`src/sv/wsdf_pkg.sv`:
```
package wsdf_pkg;

	localparam int unsigned LENGTH_BITS_DEFAULT = 32;
	localparam int unsigned TDATA_W = 16;
	localparam int unsigned TUSER_W = 3;

	typedef enum logic [2:0] {
		PH_HDR0,
		PH_HDR1,
		PH_EXTLEN,
		PH_MASK,
		PH_PAYLOAD
	} phase_t;

	// Frame opcodes.
	localparam logic [3:0] OP_CONT  = 4'h0;
	localparam logic [3:0] OP_TEXT  = 4'h1;
	localparam logic [3:0] OP_BIN   = 4'h2;
	localparam logic [3:0] OP_CLOSE = 4'h8;
	localparam logic [3:0] OP_PING  = 4'h9;
	localparam logic [3:0] OP_PONG  = 4'hA;

	// Message types.
	localparam logic [2:0] MT_TEXT     = 3'd0;
	localparam logic [2:0] MT_BINARY   = 3'd1;
	localparam logic [2:0] MT_CLOSE    = 3'd2;
	localparam logic [2:0] MT_PING     = 3'd3;
	localparam logic [2:0] MT_PONG     = 3'd4;
	localparam logic [2:0] MT_RESERVED = 3'd5;

	// Actions requested at the end of a message.
	localparam logic [2:0] ACT_NONE       = 3'd0;
	localparam logic [2:0] ACT_DELIVER    = 3'd1;
	localparam logic [2:0] ACT_PONG       = 3'd2;
	localparam logic [2:0] ACT_CLOSE_1000 = 3'd3;
	localparam logic [2:0] ACT_CLOSE_1002 = 3'd4;
	localparam logic [2:0] ACT_IGNORE     = 3'd5;

	// Seven-bit length codes that announce an extended length.
	localparam logic [6:0] LEN7_EXT16 = 7'd126;
	localparam logic [6:0] LEN7_EXT64 = 7'd127;

	// Remaining header bytes minus one, loaded into the header counter.
	localparam logic [2:0] EXT16_CNT = 3'd1;
	localparam logic [2:0] EXT64_CNT = 3'd7;
	localparam logic [2:0] MASK_CNT  = 3'd3;

	typedef struct packed {
		logic [2:0] action;
		logic       end_of_message;
		logic [2:0] message_type;
		logic       byte_valid;
		logic [7:0] payload_byte;
	} result_t;

	function automatic logic [2:0] type_of(input logic [3:0] op);
		logic [2:0] t;
		case (op)
			OP_TEXT:  t = MT_TEXT;
			OP_BIN:   t = MT_BINARY;
			OP_CLOSE: t = MT_CLOSE;
			OP_PING:  t = MT_PING;
			OP_PONG:  t = MT_PONG;
			default:  t = MT_RESERVED;
		endcase
		return t;
	endfunction

	function automatic logic [2:0] action_of(input logic [3:0] op);
		logic [2:0] a;
		case (op)
			OP_TEXT:  a = ACT_DELIVER;
			OP_CLOSE: a = ACT_CLOSE_1000;
			OP_PING:  a = ACT_PONG;
			default:  a = ACT_IGNORE;
		endcase
		return a;
	endfunction

endpackage

```
`src/sv/websocket_frame_deframer.sv`:
```
// WebSocket receive-side deframer.
// The slave channel takes the received stream one byte per item (tdata[7:0]).
// Header bytes are parsed (FIN, opcode, mask bit, 7/16/64-bit length, mask key)
// and produce no result, except an empty final or dropped frame, which yields one result
// on its last header byte. Payload bytes of frames not dropped leave on the
// master channel unmasked, with the message type on tuser; tlast marks the
// result that ends a message or a dropped frame, and that result carries the
// action the endpoint takes. A result is registered in the output register,
// or in the skid register while the output is held. One item is accepted
// every cycle while tready is high; the header parser updates on acceptance.
// A one-entry skid register behind the output register keeps tready high for
// one more item while a result waits; tready drops only when both hold data,
// and a stalled receiver loses nothing. Long lengths keep the low LENGTH_BITS.
// Reset empties both registers, clears the fragment state and puts the parser
// in front of the first header byte of a frame.
module websocket_frame_deframer #(
	parameter int unsigned LENGTH_BITS = wsdf_pkg::LENGTH_BITS_DEFAULT
) (
	input  logic                         clk,
	input  logic                         arst_n,
	input  logic                         s_axis_tvalid,
	output logic                         s_axis_tready,
	input  logic [7:0]                   s_axis_tdata,  // [7:0] rx_byte
	output logic                         m_axis_tvalid,
	input  logic                         m_axis_tready,
	// [7:0] payload_byte, [8] byte_valid, [11:9] action, [15:12] zero
	output logic [wsdf_pkg::TDATA_W-1:0] m_axis_tdata,
	output logic [wsdf_pkg::TUSER_W-1:0] m_axis_tuser,  // [2:0] message_type
	output logic                         m_axis_tlast   // end_of_message
);

	wsdf_pkg::phase_t        phase_q, phase_d;
	logic [2:0]              cnt_q, cnt_d;
	logic                    final_q, final_d;
	logic [3:0]              opcode_q, opcode_d;
	logic                    masked_q, masked_d;
	logic [LENGTH_BITS-1:0]  remain_q, remain_d;
	logic [31:0]             key_q, key_d;
	logic [1:0]              mpos_q, mpos_d;
	logic                    frag_q, frag_d;
	logic [3:0]              saved_q, saved_d;
	logic                    discard_q, discard_d;

	logic                    accept;
	logic [7:0]              b;
	logic [6:0]              len7;
	logic [LENGTH_BITS-1:0]  len7_ext;
	logic [LENGTH_BITS-1:0]  remain_shift;
	logic [3:0]              eff_op;
	logic [7:0]              key_byte;
	logic [7:0]              unmasked;

	logic                    res_valid;
	wsdf_pkg::result_t       res;

	logic                    out_valid_q;
	wsdf_pkg::result_t       out_q;
	logic                    skid_valid_q;
	wsdf_pkg::result_t       skid_q;
	logic                    out_take;

	assign accept       = s_axis_tvalid && s_axis_tready;
	assign b            = s_axis_tdata;
	assign len7         = b[6:0];
	assign len7_ext     = LENGTH_BITS'(len7);
	assign remain_shift = {remain_q[LENGTH_BITS-9:0], b};
	assign eff_op       = (opcode_q != wsdf_pkg::OP_CONT) ? opcode_q : saved_q;

	always_comb begin
		case (mpos_q)
			2'd0:    key_byte = key_q[31:24];
			2'd1:    key_byte = key_q[23:16];
			2'd2:    key_byte = key_q[15:8];
			default: key_byte = key_q[7:0];
		endcase
	end

	assign unmasked = masked_q ? (b ^ key_byte) : b;

	// Next-state logic of the header parser.
	always_comb begin
		phase_d   = phase_q;
		cnt_d     = cnt_q;
		final_d   = final_q;
		opcode_d  = opcode_q;
		masked_d  = masked_q;
		remain_d  = remain_q;
		key_d     = key_q;
		mpos_d    = mpos_q;
		frag_d    = frag_q;
		saved_d   = saved_q;
		discard_d = discard_q;
		case (phase_q)
			wsdf_pkg::PH_HDR0: begin
				final_d   = b[7];
				opcode_d  = b[3:0];
				discard_d = 1'b0;
				// A continuation needs an open message, a new opcode must not have one.
				if ((b[3:0] != wsdf_pkg::OP_CONT) == frag_q) begin
					discard_d = 1'b1;
					frag_d    = 1'b0;
				end else if (b[3:0] != wsdf_pkg::OP_CONT) begin
					if (!b[7]) begin
						frag_d  = 1'b1;
						saved_d = b[3:0];
					end
				end else if (b[7]) begin
					frag_d = 1'b0;
				end
				phase_d = wsdf_pkg::PH_HDR1;
			end
			wsdf_pkg::PH_HDR1: begin
				masked_d = b[7];
				key_d    = '0;
				remain_d = '0;
				if (len7 == wsdf_pkg::LEN7_EXT16 || len7 == wsdf_pkg::LEN7_EXT64) begin
					cnt_d   = (len7 == wsdf_pkg::LEN7_EXT16) ? wsdf_pkg::EXT16_CNT
					                                         : wsdf_pkg::EXT64_CNT;
					phase_d = wsdf_pkg::PH_EXTLEN;
				end else begin
					remain_d = len7_ext;
					if (b[7]) begin
						cnt_d   = wsdf_pkg::MASK_CNT;
						phase_d = wsdf_pkg::PH_MASK;
					end else begin
						cnt_d   = '0;
						mpos_d  = '0;
						phase_d = (len7 == '0) ? wsdf_pkg::PH_HDR0 : wsdf_pkg::PH_PAYLOAD;
					end
				end
			end
			wsdf_pkg::PH_EXTLEN: begin
				remain_d = remain_shift;
				if (cnt_q == '0) begin
					if (masked_q) begin
						cnt_d   = wsdf_pkg::MASK_CNT;
						phase_d = wsdf_pkg::PH_MASK;
					end else begin
						mpos_d  = '0;
						phase_d = (remain_shift == '0) ? wsdf_pkg::PH_HDR0
						                               : wsdf_pkg::PH_PAYLOAD;
					end
				end else begin
					cnt_d = cnt_q - 3'd1;
				end
			end
			wsdf_pkg::PH_MASK: begin
				key_d = {key_q[23:0], b};
				if (cnt_q == '0) begin
					mpos_d  = '0;
					phase_d = (remain_q == '0) ? wsdf_pkg::PH_HDR0 : wsdf_pkg::PH_PAYLOAD;
				end else begin
					cnt_d = cnt_q - 3'd1;
				end
			end
			wsdf_pkg::PH_PAYLOAD: begin
				mpos_d   = mpos_q + 2'd1;
				remain_d = remain_q - LENGTH_BITS'(1);
				if (remain_q == LENGTH_BITS'(1)) begin
					phase_d = wsdf_pkg::PH_HDR0;
				end
			end
			default: begin
				phase_d = wsdf_pkg::PH_HDR0;
			end
		endcase
	end

	// Result logic: one result at most per accepted byte.
	always_comb begin
		logic finish;
		logic has_byte;
		finish    = 1'b0;
		has_byte  = 1'b0;
		res_valid = 1'b0;
		res       = '0;
		case (phase_q)
			wsdf_pkg::PH_HDR1: begin
				finish = !b[7] && len7 == '0;
			end
			wsdf_pkg::PH_EXTLEN: begin
				finish = cnt_q == '0 && !masked_q && remain_shift == '0;
			end
			wsdf_pkg::PH_MASK: begin
				finish = cnt_q == '0 && remain_q == '0;
			end
			wsdf_pkg::PH_PAYLOAD: begin
				finish   = remain_q == LENGTH_BITS'(1);
				has_byte = 1'b1;
			end
			default: begin
				finish = 1'b0;
			end
		endcase

		if (finish) begin
			if (discard_q) begin
				res_valid          = 1'b1;
				res.message_type   = wsdf_pkg::MT_RESERVED;
				res.end_of_message = 1'b1;
				res.action         = wsdf_pkg::ACT_CLOSE_1002;
			end else if (final_q) begin
				res_valid          = 1'b1;
				res.payload_byte   = has_byte ? unmasked : 8'd0;
				res.byte_valid     = has_byte;
				res.message_type   = wsdf_pkg::type_of(eff_op);
				res.end_of_message = 1'b1;
				res.action         = wsdf_pkg::action_of(eff_op);
			end else if (has_byte) begin
				res_valid        = 1'b1;
				res.payload_byte = unmasked;
				res.byte_valid   = 1'b1;
				res.message_type = wsdf_pkg::type_of(eff_op);
			end
		end else if (has_byte && !discard_q) begin
			res_valid        = 1'b1;
			res.payload_byte = unmasked;
			res.byte_valid   = 1'b1;
			res.message_type = wsdf_pkg::type_of(eff_op);
		end
	end

	always_ff @(posedge clk or negedge arst_n) begin
		if (!arst_n) begin
			phase_q   <= wsdf_pkg::PH_HDR0;
			cnt_q     <= '0;
			final_q   <= 1'b0;
			opcode_q  <= '0;
			masked_q  <= 1'b0;
			remain_q  <= '0;
			key_q     <= '0;
			mpos_q    <= '0;
			frag_q    <= 1'b0;
			saved_q   <= '0;
			discard_q <= 1'b0;
		end else if (accept) begin
			phase_q   <= phase_d;
			cnt_q     <= cnt_d;
			final_q   <= final_d;
			opcode_q  <= opcode_d;
			masked_q  <= masked_d;
			remain_q  <= remain_d;
			key_q     <= key_d;
			mpos_q    <= mpos_d;
			frag_q    <= frag_d;
			saved_q   <= saved_d;
			discard_q <= discard_d;
		end
	end

	// Output register with a one-entry skid behind it.
	assign out_take      = out_valid_q && m_axis_tready;
	assign s_axis_tready = !skid_valid_q;

	always_ff @(posedge clk or negedge arst_n) begin
		if (!arst_n) begin
			out_valid_q  <= 1'b0;
			skid_valid_q <= 1'b0;
		end else if (skid_valid_q) begin
			if (out_take) begin
				skid_valid_q <= 1'b0;
			end
		end else if (!out_valid_q || out_take) begin
			out_valid_q <= accept && res_valid;
		end else if (accept && res_valid) begin
			skid_valid_q <= 1'b1;
		end
	end

	always_ff @(posedge clk) begin
		if (skid_valid_q) begin
			if (out_take) begin
				out_q <= skid_q;
			end
		end else if (!out_valid_q || out_take) begin
			if (accept && res_valid) begin
				out_q <= res;
			end
		end else if (accept && res_valid) begin
			skid_q <= res;
		end
	end

	assign m_axis_tvalid = out_valid_q;
	assign m_axis_tdata  = {4'd0, out_q.action, out_q.byte_valid, out_q.payload_byte};
	assign m_axis_tuser  = out_q.message_type;
	assign m_axis_tlast  = out_q.end_of_message;

	// The skid entry is only ever filled behind a held output.
	a_skid_behind_out: assert property (@(posedge clk) disable iff (!arst_n)
		skid_valid_q |-> out_valid_q)
		else $error("skid entry valid while output register is empty");

	// An action is only requested on the result that ends a message.
	a_action_on_last: assert property (@(posedge clk) disable iff (!arst_n)
		(m_axis_tvalid && m_axis_tdata[11:9] != wsdf_pkg::ACT_NONE) |-> m_axis_tlast)
		else $error("action without end of message");

	// The payload phase always has bytes left to consume.
	a_payload_nonzero: assert property (@(posedge clk) disable iff (!arst_n)
		(phase_q == wsdf_pkg::PH_PAYLOAD) |-> (remain_q != '0))
		else $error("payload phase with no bytes remaining");

	// A dropped frame ends with a close 1002 request and no payload byte.
	a_discard_result: assert property (@(posedge clk) disable iff (!arst_n)
		(accept && res_valid && discard_q) |->
			(res.action == wsdf_pkg::ACT_CLOSE_1002 && !res.byte_valid))
		else $error("dropped frame produced a payload result");

endmodule
```
`config.mk`:
```
export PLATFORM = sky130hd
export DESIGN_NAME = websocket_frame_deframer
export DESIGN_NICKNAME = d
export VERILOG_FILES = /design/src/sv/wsdf_pkg.sv /design/src/sv/websocket_frame_deframer.sv
export SDC_FILE = /design/constraint.sdc
export NUM_CORES = 1
export LEC_CHECK = 0
export BUFFER_PORTS_ARGS = -buffer_cell sky130_fd_sc_hd__buf_4
export CAP_MARGIN = 30
export CORE_MARGIN = 8
export CORE_UTILIZATION = 45
export CTS_CLUSTER_DIAMETER = 30
export DETAILED_ROUTE_END_ITERATION = 6
export GPL_TIMING_DRIVEN = 0
export PLACE_DENSITY = 0.71
export SLEW_MARGIN = 20
export SYNTH_ARGS = -nofsm -noshare
export SYNTH_HDL_FRONTEND = slang
export SYNTH_SLANG_ARGS = --single-unit
```
`constraint.sdc`:
```
create_clock -name clk -period 4.26 [get_ports clk]
set_clock_uncertainty 0.1 [all_clocks]
set_input_delay 0.213 -clock clk [delete_from_list [all_inputs] [get_ports clk]]
set_output_delay 0.213 -clock clk [all_outputs]
set_load 0.1 [all_outputs]
```
**After elaboration in Yosys (flattened, before gate mapping)**

Index checks and enable logic that the tools add are counted.

- $mul: 0
- $lt $le $gt $ge: 0
- Reductions and logical operators: 42
- Divide/modulo/power cells: 0
- Mux-type cells: 60
- Bitwise operators: 5
- Shift-type cells: 0
- Add/subtract/negate cells: 3
- Equal/unequal tests: 25

Operators with widths:

| cell | number |
|---|---|
| 32-bit case mux with 3 select lines | 1 |
| 32-bit zero test | 2 |
| 16-bit 2-to-1 mux | 4 |
| 32-bit case mux with 2 select lines | 1 |
| 12-bit 2-to-1 mux | 4 |
| 3-bit 2-to-1 mux | 14 |
| 32-bit by 1-bit == test with 1-bit output (second input constant) | 1 |
| 32-bit by 1-bit subtractor with 32-bit output (second input constant) | 1 |
| 3-bit case mux with 5 select lines | 2 |
| 8-bit case mux with 3 select lines | 1 |
| 3-bit case mux with 3 select lines | 2 |
| 8-bit 2-to-1 mux | 2 |
| 1-bit 2-to-1 mux | 15 |
| 7-bit == test (second input constant) | 2 |
| 7-bit 2-to-1 mux | 2 |
| 2-bit inequality test (second input constant) | 7 |
| 4-bit == test (second input constant) | 3 |
| 2-bit 2-to-1 mux | 6 |
| 4-bit 2-to-1 mux | 3 |
| 4-bit AND reduction | 3 |
| 4-bit nonzero test | 3 |
| 2-bit AND reduction | 5 |
| 9-bit 2-to-1 mux | 1 |
| 3-bit nonzero test | 3 |
| 26 further kinds | 47 |

- Register bits after elaboration: 118
- Logic and storage cells: 158
- Output and inout bits: 22
- Input port bits: 12
- Bits in latches: 0
- Bits in read-only memories: 0
- Bits in writable memories: 0
- Memories: 0

**Longest topological paths before layout**

- Depth in word-level cells: 11
- Depth in mapped cells: 9
- Depth with buffers taken out: 9

**Least setup slack after synthesis**

No wires, ideal clock.

- Kind: reg2reg
- Start point: reg remain_q[28]
- End point: reg out_q (netlist bit m_axis_tdata[0]), enable pin
- Cell stages (with the launch flop): 7
- Slack: 1237 ps
- Library setup time: 394 ps
- Data arrival time: 2529 ps
- Path through: dfrtp_1 or4_4 nor4b_4 nand4_2 a21oi_2 o21ai_1 a21oi_1

- Cells in the longest elaborated chain, start to end: 7

RTL lines:

| what | RTL line | RTL |
|---|---|---|
| start: declaration | websocket_frame_deframer.sv:37 | `logic [LENGTH_BITS-1:0] remain_q, remain_d;` |
| start signal: assignment | websocket_frame_deframer.sv:242 | `remain_q <= remain_d;` |
| 32-bit zero test | websocket_frame_deframer.sv:185 | `finish = cnt_q == '0 && remain_q == '0;` |
| 1-bit logical AND | websocket_frame_deframer.sv:185 |  |
| 1-bit case mux with 4 select lines (*) | websocket_frame_deframer.sv:177 | `case (phase_q)` |
| 1-bit 2-to-1 mux (*) | websocket_frame_deframer.sv:196 | `if (finish) begin` |
| 1-bit logical AND (*) | websocket_frame_deframer.sv:276 | `if (accept && res_valid) begin` |
| 2-bit nonzero test (no source line) (*) | - |  |
| 3-bit AND reduction (no source line) (*) | - |  |
| end signal: assignment | websocket_frame_deframer.sv:273 | `out_q <= skid_q;` |
| end signal: assignment | websocket_frame_deframer.sv:277 | `out_q <= res;` |
| end: declaration | websocket_frame_deframer.sv:57 | `wsdf_pkg::result_t out_q;` |

Every way passes the cells marked *; elsewhere a longest branch is shown, timed or not.
A chain may end at the register's enable or synchronous reset.

**Final worst setup path**

- Start point: reg remain_q[12]
- End point: reg out_q (netlist bit m_axis_tuser[1]), enable pin

- Cells in the longest elaborated chain, start to end: 7

RTL lines:

| what | RTL line |
|---|---|
| 32-bit zero test, on equally long branches | websocket_frame_deframer.sv:185, websocket_frame_deframer.sv:182 |
| 1-bit logical AND, on equally long branches | websocket_frame_deframer.sv:185, websocket_frame_deframer.sv:182 |
| 1-bit case mux with 4 select lines (*) | websocket_frame_deframer.sv:177 |
| 1-bit 2-to-1 mux (*) | websocket_frame_deframer.sv:196 |
| 1-bit logical AND (*) | websocket_frame_deframer.sv:276 |
| 2-bit nonzero test (no source line) (*) | - |
| 3-bit AND reduction (no source line) (*) | - |

Marks and branches as above.

==> impl_metrics.py <==
metrics = {
    "floorplanning": {
        "design.core.area_mm2": 0.0143,
        "die-width_um": 136,
        "start_util_pct": 45.4,
        "dieArea_mm2": 0.0185,
        "dieHeight_um": 136,
        "rows": 44,
        "pin_count": 34,
    },
    "synthesis": {
        "synth.area.mux_share_pct": 1.73,
        "ys.flop_type": "dfrtp_1",
        "synth_area_per_cell_um2": 9.00,
        "yosysSeqAreaShare_pct": 47.9,
        "synthAdderAreaFrac_pct": 2.12,
        "synth_top_family_by_area": "simple AND/OR/NAND/NOR gates",
        "syn_area_mm2": 0.00650,
        "netlist_instances": 722,
        "synth.lib_cells_used.distinct": 76,
        "yosysWarnings": 0,
        "synthArstFlopShare_pct": 72.9,
        "synth-compound-area-share_pct": 20.9,
        "synth_enable_flop_cells": 32,
        "ys_seq_elements": 118,
        "synth_xor_area_share_pct": 1.35,
        "synth-simple-area-share_pct": 21.0,
    },
    "cts": {
        "numCtsBuffers": 17,
        "post-cts-setup-buffers": 0,
        "clockRootBuffer": "clkbuf_16",
        "cts_hold_buffers": 3,
        "cts_tree": "yes",
        "cts_buffer_depth": 2,
        "htreeDepth": 4,
        "clk_pin_slew_ps": 60,
        "cts_resized": 0,
        "clk_latency_ps": 430,
        "cts_sinks": 118,
    },
    "route": {
        "wire_per_inst_um": 17.7,
        "vias_per_cell": 5.96,
        "detail-route-antenna-nets": 0,
        "drt_first_iter_violations": 640,
        "first_pass_iters": 7,
        "finalWirelength_um": 17200,
        "vias": 5798,
        "drc_errors": 1,
    },
    "power": {
        "p_leak_uw": 0.00306,
        "p_per_area_mw_per_mm2": 642,
        "vdd_ir_drop_max_v": 0.000338,
    },
    "finish": {
        "fin_nets": 799,
        "fin_util_pct": 53.1,
        "layout_commonest_cell": "nand2_1",
        "fillers": 1307,
        "num_antenna_cells": 0,
        "fin_area_mm2": 0.00760,
        "final_cell_mix": "nand2_1 (130), o21ai_0 (102), dfrtp_1 (86)",
        "drive_gt1_share_pct": 13.9,
        "areaGrowthSynthToFinish_pct": 17.0,
    },
    "sta": {
        "period_share_pct": 77.3,
        "post-route-min-period_ps": 3290,
        "setup_viol": 0,
        "fin_tns_setup_ps": 0,
        "tightestPinTransition_ps": 830,
        "slew_viol_final": 0,
        "slew_headroom_pct": 44.7,
        "rsz0062_at_grt": "false",
        "whs_ps": 16.7,
        "hold_viol": 0,
        "timing.fmax_mhz": 304,
    },
    "critical_path": {
        "cp_common_cell": "a21oi_2",
        "worstPathArrival_ps": 3250,
        "crit_type": "flop to flop",
        "worstPathRequired_ps": 4210,
        "cpMaxStageDelayCell": "a21oi_2",
        "end_kind": "flop",
        "cpPeakStageDelay_ps": 700,
        "worstSetupStartpointType": "flop",
        "worstPathCellList": "clkbuf_2 -> nor3_1 -> and4_2 -> a31oi_1 -> a21oi_2 -> o21ai_1 -> a21oi_2",
        "critical_path.max_fanout": 16,
        "r2r_slack_ps": 970,
    },
    "place": {
        "io_buffers": 28,
        "place_congestion": 0.878,
        "hpwl_um": 11700,
        "placed_cell_area_mm2": 0.00698,
    },
    "flow_run": {
        "maxCapViolations": 0,
    },
    "global_routing": {
        "grt_pass1_vias": 5436,
        "antenna_found_initial": 0,
        "grt_max_degree": 48,
        "gr-usage-all-layers_pct": 19.4,
        "gr-total-overflow": 0,
        "grt_pass1_wl_um": 28200,
    },
    "hold_path": {
        "hp-class": "input pin to flop",
    },
    "run_status": {
        "violations": "DRC",
        "status": "complete, but fails checks",
    },
}
critical path, delay by kind of cell (launching register included):
kind            cells  cell delay, ps
simple gates        2             990
compound gates      4            1300
flops               1             350
buf+inv             1             160
registers in the layout (all words and copies together) (netlist names), 2 cells and up:
name and count:
cnt_q 3, key_q 32, m_axis_tdata 12, m_axis_tuser 3
mpos_q 2, opcode_q 4, phase_q 3, remain_q 32
saved_q 4, skid_q 16
synth_stat cells (3+ instances only):
library cell | n | area share [%]
a21oi_1 | 36 | 2.8
a31oi_1 | 6 | 0.58
o21ai_0 | 102 | 7.9
xnor2_1 | 3 | 0.40
nor2_1 | 60 | 3.5
o31ai_1 | 17 | 2.0
or4_1 | 4 | 0.46
buf_2 | 5 | 0.39
a21o_1 | 3 | 0.35
nor4_1 | 9 | 0.87
o2bb2ai_1 | 4 | 0.54
nand3_1 | 11 | 0.85
nand2b_1 | 5 | 0.48
nand4_1 | 4 | 0.39
edfxtp_1 | 32 | 15
nor2b_1 | 4 | 0.39
clkbuf_1 | 33 | 1.9
o311ai_0 | 5 | 0.67
mux2_2 | 10 | 1.7
nor3b_1 | 4 | 0.46
ha_1 | 11 | 2.1
a22oi_1 | 12 | 1.4
nor3_1 | 22 | 1.7
inv_1 | 21 | 1.2
nand2_1 | 130 | 7.5
or3_1 | 3 | 0.29
a211oi_1 | 4 | 0.46
xor2_1 | 7 | 0.94
dfrtp_1 | 86 | 33
buf_4 | 4 | 0.46
a221oi_1 | 3 | 0.40
clkbuf_8 | 3 | 0.64
a222oi_1 | 8 | 1.2
final cells by class:
class / count / area [um^2] / share of cell area, %
plain buffers: 49 / 244 / 3.21
repair buffers: 32 / 268 / 3.52
clock inverters: 15 / 168 / 2.21
clock buffers: 17 / 425 / 5.59
flip-flops and latches: 118 / 3110 / 40.9
well taps: 184 / 230 / 3.03
inverters: 21 / 78.8 / 1.04
multi-input cells: 537 / 3080 / 40.5
stage by stage:
| step | power [uW] | cells | setup slack (ps) |
|---|---|---|---|
| CTS | 4870 | 973 | 1000 |
| global placement | 3380 | 937 | 734 |
| detailed placement | 3410 | 938 | 1070 |
| floorplan | 2890 | 725 | 1240 |
| finish | 4880 | 973 | 968 |
| global route | 5160 | 973 | 808 |
where the power goes:
part           switching, uW  internal, uW  total, uW
Combinational           1260           566       1820
Sequential               234          1380       1620
Clock                    568           872       1440
per-layer routing:
layer  vias to the layer above  GRT usage, %  wire length (um)
met4                         0          8.36               424
met3                        40          4.51              1410
met2                       270          29.4              7780
li1                       2731             -                 -
met1                      2757          26.2              7560
met5                         -             0                 0
worst paths after layout:
kind,start,end,cells after the start
max,remain_q[12]$_DFFE_PN0P_,m_axis_tuser[1]$_DFFE_PP_,7
min,s_axis_tdata[6],key_q[6]$_DFFE_PN0P_,3
max reg2reg,remain_q[12]$_DFFE_PN0P_,m_axis_tuser[1]$_DFFE_PP_,7
min reg2reg,cnt_q[1]$_DFFE_PN0P_,cnt_q[1]$_DFFE_PN0P_,1
max in group asynchronous,arst_n,remain_q[29]$_DFFE_PN0P_,3
min in group asynchronous,arst_n,key_q[6]$_DFFE_PN0P_,2
cell families after synthesis:
kind of cell | after synthesis
compound gates | 220
xor+xnor | 10
fa+ha+maj | 11
buf+inv | 70
flops | 118
mux | 10
other cells | 1
simple gates | 282
(Power assumes the default switching activity.)
